File: config.mk
export PLATFORM = sky130hd
export DESIGN_NAME = grc_dist_unit
export DESIGN_NICKNAME = d
export VERILOG_FILES = /design/src/hdl/grc_pkg.sv /design/src/hdl/grc_dist_unit.sv
export SDC_FILE = /design/constraint.sdc
export NUM_CORES = 1
export LEC_CHECK = 0
export ABC_AREA = 0
export BUFFER_PORTS_ARGS = -buffer_cell sky130_fd_sc_hd__buf_2
export CORE_ASPECT_RATIO = 2
export CORE_UTILIZATION = 60
export DETAILED_ROUTE_END_ITERATION = 6
export PLACE_DENSITY = 0.78
export SYNTH_ARGS = -nofsm -noshare
export SYNTH_HDL_FRONTEND = slang
export SYNTH_SLANG_ARGS = --single-unit
File: constraint.sdc
create_clock -name clk -period 6.1 [get_ports clk]
set_input_delay 0.305 -clock clk [delete_from_list [all_inputs] [get_ports clk]]
set_output_delay 0.305 -clock clk [all_outputs]
set_load 0.005 [all_outputs]
File: src/hdl/grc_pkg.sv
// ----------------------------------------------------------------------------
// grc_pkg
// shared constants and types for the grid ray caster
// ----------------------------------------------------------------------------
package grc_pkg;

  localparam int MAP_DIM   = 512;
  localparam int MAP_AW    = $clog2(MAP_DIM);
  localparam int ADDR_W    = 2 * MAP_AW;
  localparam int COORD_W   = 12;
  localparam int CELL_W    = 9;
  localparam int CFG_W     = 10;
  localparam int CFG_IDX_W = 2;
  localparam int DIST_W    = 23;
  localparam int DELTA_W   = COORD_W + 1;
  localparam int ERR_W     = DELTA_W + 2;
  localparam int CMP_W     = (COORD_W > 12 ? COORD_W : 12) + 1;
  localparam int ACC_W     = 2 * DELTA_W + 1;

  localparam logic signed [7:0] OCC_LIMIT = 8'sd50;
  localparam logic [DIST_W-1:0] DIST_MAX  = {DIST_W{1'b1}};

  localparam logic [CFG_IDX_W-1:0] CFG_MAP_WIDTH  = 2'd0;
  localparam logic [CFG_IDX_W-1:0] CFG_MAP_HEIGHT = 2'd1;
  localparam logic [CFG_IDX_W-1:0] CFG_MAX_RANGE  = 2'd2;

  localparam logic CMD_WRITE = 1'b0;
  localparam logic CMD_CAST  = 1'b1;

  localparam logic [1:0] OUT_HIT      = 2'd0;
  localparam logic [1:0] OUT_EDGE     = 2'd1;
  localparam logic [1:0] OUT_NOHIT    = 2'd2;
  localparam logic [1:0] OUT_BADSTART = 2'd3;

  typedef struct packed {
    logic mul;
    logic load;
    logic add;
  } dist_ctl_t;

endpackage

File: src/hdl/grc_dist_unit.sv
// ----------------------------------------------------------------------------
// grc_dist_unit
// shared squarer with accumulator and saturation for the squared distance
// ----------------------------------------------------------------------------
module grc_dist_unit import grc_pkg::*; (
  input  logic               clk,
  input  dist_ctl_t          ctl,
  input  logic [DELTA_W-1:0] operand,
  output logic [DIST_W-1:0]  dist_val
);

  logic [2*DELTA_W-1:0] prod;
  logic [ACC_W-1:0]     acc;

  always_ff @(posedge clk) begin
    if (ctl.mul) begin
      prod <= operand * operand;
    end
    if (ctl.load) begin
      acc <= ACC_W'(prod);
    end else if (ctl.add) begin
      acc <= acc + ACC_W'(prod);
    end
  end

  assign dist_val = (acc > ACC_W'(DIST_MAX)) ? DIST_MAX : acc[DIST_W-1:0];

endmodule

==> out/metrics.csv, run 1 <==
stage;metric;value;unit
yosys;synth_top_cell_by_area;fa_1;
final_layout;antenna_cells;0;
global_route;antenna_found_initial;0;
route;drtIter0Drc;313;
yosys;synth-main-ff-cell;edfxtp_1;
floorplanning;die_x;86.1;um
sta;maxSlewHeadroom;41.2;%
yosys;postSynthAreaPerCell;8.82;um2
route;vias_per_cell;5.53;
global_route;grt_pass1_wl;30500;um
final_layout;area_delta_synth_final;5.57;%
final_layout;nFillCells;1163;
critical_path;crit_family;adder cells;
global_route;gr-total-overflow;0;
critical_path;cpMostUsedCell;inv_1;
critical_path;slowest_stage;fa_1;
route;drtAntennaViolNets;0;
floorplanning;initial_core_util;61.4;%
sta;finalSetupViolCount;0;
clock_tree;numCtsBuffers;5;
sta;finalCritPeriodShare;90.2;%
floorplanning;die-area;0.0147;mm2
sta;final_hold_viol_count;0;
floorplanning;rows;61;
job;cap_violations;0;
yosys;synthTopCellsByArea;fa_1 (23%), edfxtp_1 (18%), ha_1 (14%);
clock_tree;worstSkewPairLatency;0.30;ns
yosys;syn_inst;962;
route;wire_per_inst;15.3;um
sta;drv_slew;0;
yosys;synth_edf_count;51;
route;firstDrtPassIters;5;
yosys;synth_top_area_share;22.9;%
floorplanning;io_pins;40;
critical_path;crit_buf_inv;7;
clock_tree;clockRootBuffer;clkbuf_16;
placement;routabilityCongestion;0.925;
yosys;ys_seq_elements;52;
sta;fin_skew;0.00718;ns
final_layout;nNetsFinal;1186;
hold_path;hold_class;in2reg;
critical_path;critPathCaptureType;register;
sta;fmax;0.182;GHz
floorplanning;die_h;170;um
clock_tree;h-tree-depth;2;
critical_path;startpoint_type;input pin;
critical_path;cp_max_fo;14;
global_route;grt_pass1_vias;6745;
yosys;ys.warnings.count;0;
final_layout;layout-drive-gt1-share;7.57;%
clock_tree;cts_tree;yes;
floorplanning;core;0.0138;mm2
yosys;ys_seq_area_share;18.3;%
global_route;grt_usage;26.5;%
sta;tightest_slew;0.882;ns
critical_path;required;6.14;ns
route;dr_total_vias;6447;
clock_tree;clock_path_buffers;2;
yosys;syn_area;0.00849;mm2
placement;port_buffers;39;
clock_tree;cts_sinks;52;
placement;dpl.hpwl;15000;um
critical_path;cp_slowest_stage_delay;0.53;ns
run_status;outcome;finished, final reports clean;
yosys;async_flop_share;0;%
yosys;synth_fp_nets;1172;
yosys;ys_types;68;
clock_tree;post_cts_buffers;0;
clock_tree;cts_resized;0;
clock_tree;cts_hold_buf;0;
critical_path;critPathKind;in2reg;
sta;setup_tns;0;ns
critical_path;arrival;5.55;ns
clock_tree;clkTransAtPathRegs;0.07;ns
sta;min_period;5.50;ns
sta;rsz0062_at_grt;false;
route;routed_wl;17900;um
critical_path;cp_cell_sequence;buf_2, and2_1, inv_1, fa_1, inv_1, fa_1, inv_1, fa_1, inv_1, fa_1, inv_1, fa_1, inv_1, ha_1, and3_1, a211oi_1, o21ai_0, a41oi_1, nor3_1, o41ai_1, xnor2_1;
global_route;grt_max_degree;55;
route;drc;0;
[cell type report]
cell class	instances	area, um2	share of cell area [%]
Clock buffer	7	153	1.70
Clock inverter	1	30.0	0.335
Inverter	206	773	8.63
Multi-Input combinational cell	669	6000	66.9
Sequential cell	52	1550	17.3
Tap cell	189	236	2.64
Timing Repair Buffer	42	218	2.43
[registers in the layout, summed over array words and instances, names as in the netlist]
register	count
prod	25
acc	27
[synthesized netlist by cell type (all sizes together) (8+ instances only)]
master	n
nand3	13
a21o	29
nand2b	24
xnor2	27
o21ai	42
nor3	10
ha	96
nor2	29
clkbuf	32
nand2	102
a211oi	9
nand4	8
a21oi	42
inv	206
and3	12
fa	97
edfxtp	51
xor2	19
and2	31
[per-layer routing]
layer  global-route usage (%)  vias to the layer above  part of all wire [%]
li1                         -                     3153                     -
met1                     27.6                     3105                    37
met2                     52.3                      148                    57
met3                     1.70                       41                   2.4
met4                     12.4                        0                   3.7
met5                        0                        -                     0
[path summary, 6_finish.rpt]
kind	start	endpoint	slack, ns	cells after the start
worst max-delay path	operand[3]	prod[23]	0.60	21
worst min-delay path	operand[0]	prod[0]	0.41	1
worst max register to register	prod[0]	acc[22]	3.22	9
worst min register to register	prod[13]	acc[13]	0.56	2
[per-stage QoR]
stage / hold slack (ns) / instances / util, % / area, um2 / setup slack, ns
2_1_floorplan: 0.404 / 962 / - / 8490 / 0.733
3_3_place_gp: 0.538 / 1158 / 63.5 / 8780 / 0.395
3_5_place_dp: 0.539 / 1158 / 63.5 / 8780 / 0.317
4_1_cts: 0.402 / 1166 / 64.9 / 8960 / 0.645
5_1_grt: 0.413 / 1166 / 64.9 / 8960 / 0.215
6_report: 0.412 / 1166 / 64.9 / 8960 / 0.596
[cell families after synthesis]
family / after synthesis / synth area share, %
flops: 52 / 18.3
xor+xnor: 46 / 4.75
simple gates: 256 / 15.1
mux: 4 / 0.516
compound gates: 170 / 13.2
fa+ha+maj: 193 / 37.0
buf+inv: 241 / 11.1
[cells in the final DEF (no fill, tap or decap), types with 24 or more instances in the layout]
cell	synthesis	routed
edfxtp_1	51	51
fa_1	97	97
xnor2_1	27	27
nand2b_1	24	24
ha_1	96	96
nand2_1	102	102
a21oi_1	42	42
nor2_1	29	29
inv_1	206	206
a21o_1	27	27
buf_2	1	39
o21ai_0	40	40
and2_1	30	30
Power of run 1 is left out: the tool's default activity adds up to more than one toggle a clock period on the data nets, which glitch-free logic cannot reach.
==> run 2, diff against run 1 <==
Settings changed: HOLD_SLACK_MARGIN set to 0.02.
Clock period 6.1 ns to 5.4 ns, I/O delays scaled along.
==> run 2 against run 1 <==
  * Highest routed layer unchanged
  * Cell area grew 3.2%
  * Count of clock-buffer cells in the layout shrank 1
  * Critical path depth grew 2
  * Setup slack lost 0.28 ns
  * First-iteration DRC count grew 8.9%
  * Hold slack lost 0.044 ns
  * Non-clock buffer count grew 39
  * Critical path type unchanged
  * Final cell count grew 3.3%
==> out/metrics.csv, run 2 (same netlist as run 1, synthesis figures left out) <==
stage;metric;value;unit
run_status;outcome;finished, final reports clean;
sta;maxSlewHeadroom;50.2;%
final_layout;layout_commonest_cell;inv_1;
global_route;grt_most_used_layer;met2;
final_layout;largest_reg_flops;27;
final_layout;top_regs;acc: 27 flops, prod: 25 flops;
route;vias_per_cell;5.61;
critical_path;critPathKind;in2reg;
critical_path;critPathCaptureType;register;
critical_path;cp_max_fo;6;
global_route;grt_util_met3;2.52;%
critical_path;crit_buf_inv;9;
critical_path;startpoint_type;input pin;
floorplanning;io_pins;40;
route;routed_wl;18700;um
global_route;use_met2;55.3;%
floorplanning;die-area;0.0147;mm2
critical_path;slowest_stage;fa_1;
clock_tree;clkTransAtPathRegs;0.07;ns
global_route;grt_pass1_vias;7056;
placement;dpl_worst_slack;-0.0397;ns
sta;final_hold_viol_count;0;
final_layout;final_cell_mix;inv_1 (206), nand2_1 (102), fa_1 (97), ha_1 (96), edfxtp_1 (51);
global_route;grt_pass1_wl;31500;um
global_route;grt_usage;27.5;%
route;dr_total_vias;6760;
placement;routabilityCongestion;0.930;
placement;port_buffers;39;
floorplanning;die_x;86.1;um
floorplanning;initial_core_util;61.4;%
sta;fmax;0.197;GHz
sta;fin_ws;0.313;ns
clock_tree;clockRootBuffer;clkbuf_16;
clock_tree;numCtsBuffers;5;
global_route;gr-total-overflow;0;
route;wire_per_inst;15.5;um
sta;rsz0062_at_grt;false;
final_layout;nFillCells;1149;
clock_tree;cts_sinks;52;
placement;dpl.hpwl;15900;um
critical_path;arrival;5.13;ns
critical_path;required;5.45;ns
floorplanning;die_h;170;um
final_layout;area_delta_synth_final;8.95;%
final_layout;nNetsFinal;1225;
hold_path;hold_class;in2reg;
sta;fin_skew;0.00937;ns
clock_tree;cts_tree;yes;
final_layout;antenna_cells;0;
clock_tree;clock_path_buffers;2;
route;firstDrtPassIters;5;
global_route;antenna_found_initial;0;
sta;finalSetupViolCount;0;
final_layout;layout-drive-gt1-share;11.1;%
critical_path;cp_cell_sequence;buf_2, inv_1, nor2_1, inv_1, fa_1, inv_1, fa_1, inv_1, fa_1, inv_1, fa_1, inv_1, fa_1, inv_1, ha_1, and3_1, a211oi_1, o21ai_0, a41oi_1, buf_4, nor3_1, o41ai_1, xnor2_1;
sta;tightest_slew;0.739;ns
route;drtIter0Drc;341;
final_layout;regMostFlops;acc;
critical_path;cp_slowest_stage_delay;0.53;ns
critical_path;cpMostUsedCell;inv_1;
route;drtAntennaViolNets;0;
critical_path;crit_family;adder cells;
global_route;grt.met1_usage;26.5;%
route;drc;0;
floorplanning;core;0.0138;mm2
sta;min_period;5.09;ns
floorplanning;rows;61;
clock_tree;post_cts_buffers;0;
clock_tree;worstSkewPairLatency;0.31;ns
sta;finalCritPeriodShare;94.2;%
sta;drv_slew;0;
clock_tree;h-tree-depth;2;
global_route;grt_max_degree;55;
job;cap_violations;0;
run 2: cell types whose count changed in the layout (fill, tap and decap cells not counted), moves of 2 or more:
cell	delta
clkbuf_8	-2
buf_12	+2
buf_4	+37
inv_6	+2
run 2: metrics by stage:
| stage | cell area, um2 | std cells | hold WS (ns) | TNS [ns] | util (%) |
|---|---|---|---|---|---|
| finish | 9250 | 1205 | 0.369 | 0 | 66.9 |
| global placement | 9090 | 1197 | 0.537 | 0 | 65.8 |
| CTS | 9240 | 1205 | 0.367 | 0 | 66.9 |
| global route | 9250 | 1205 | 0.383 | 0 | 66.9 |
| floorplan | 8490 | 962 | 0.369 | 0 | - |
| detailed placement | 9090 | 1197 | 0.536 | -0.0397 | 65.8 |
run 2: area by class of cell:
class | count | area (um2) | area share [%]
multi-input combinational | 669 | 6000 | 64.9
sequential | 52 | 1550 | 16.8
inverter | 206 | 773 | 8.36
timing repair buffer | 81 | 536 | 5.79
tap | 189 | 236 | 2.56
clock buffer | 6 | 129 | 1.39
clock inverter | 2 | 17.5 | 0.189
run 2: final timing paths:
kind	from	end	slack, ns	depth (start not counted)
worst min register to register	prod[13]	acc[13]	0.56	2
worst min-delay path	operand[0]	prod[0]	0.37	2
worst max-delay path	operand[5]	prod[23]	0.31	23
worst max register to register	acc[3]	acc[19]	2.59	8
run 2: repair_timing:
action | in CTS | in global routing
setup endpoints to repair | 0 | 2
hold buffers | 0 | 0
resized for setup | 0 | 1
run 2: per-layer routing:
layer,routed length (um),vias up
li1,-,3234
met1,6550,3295
met2,10800,161
met3,392,70
met4,908,0
met5,0,-
Power of run 2 is left out for the same reason.
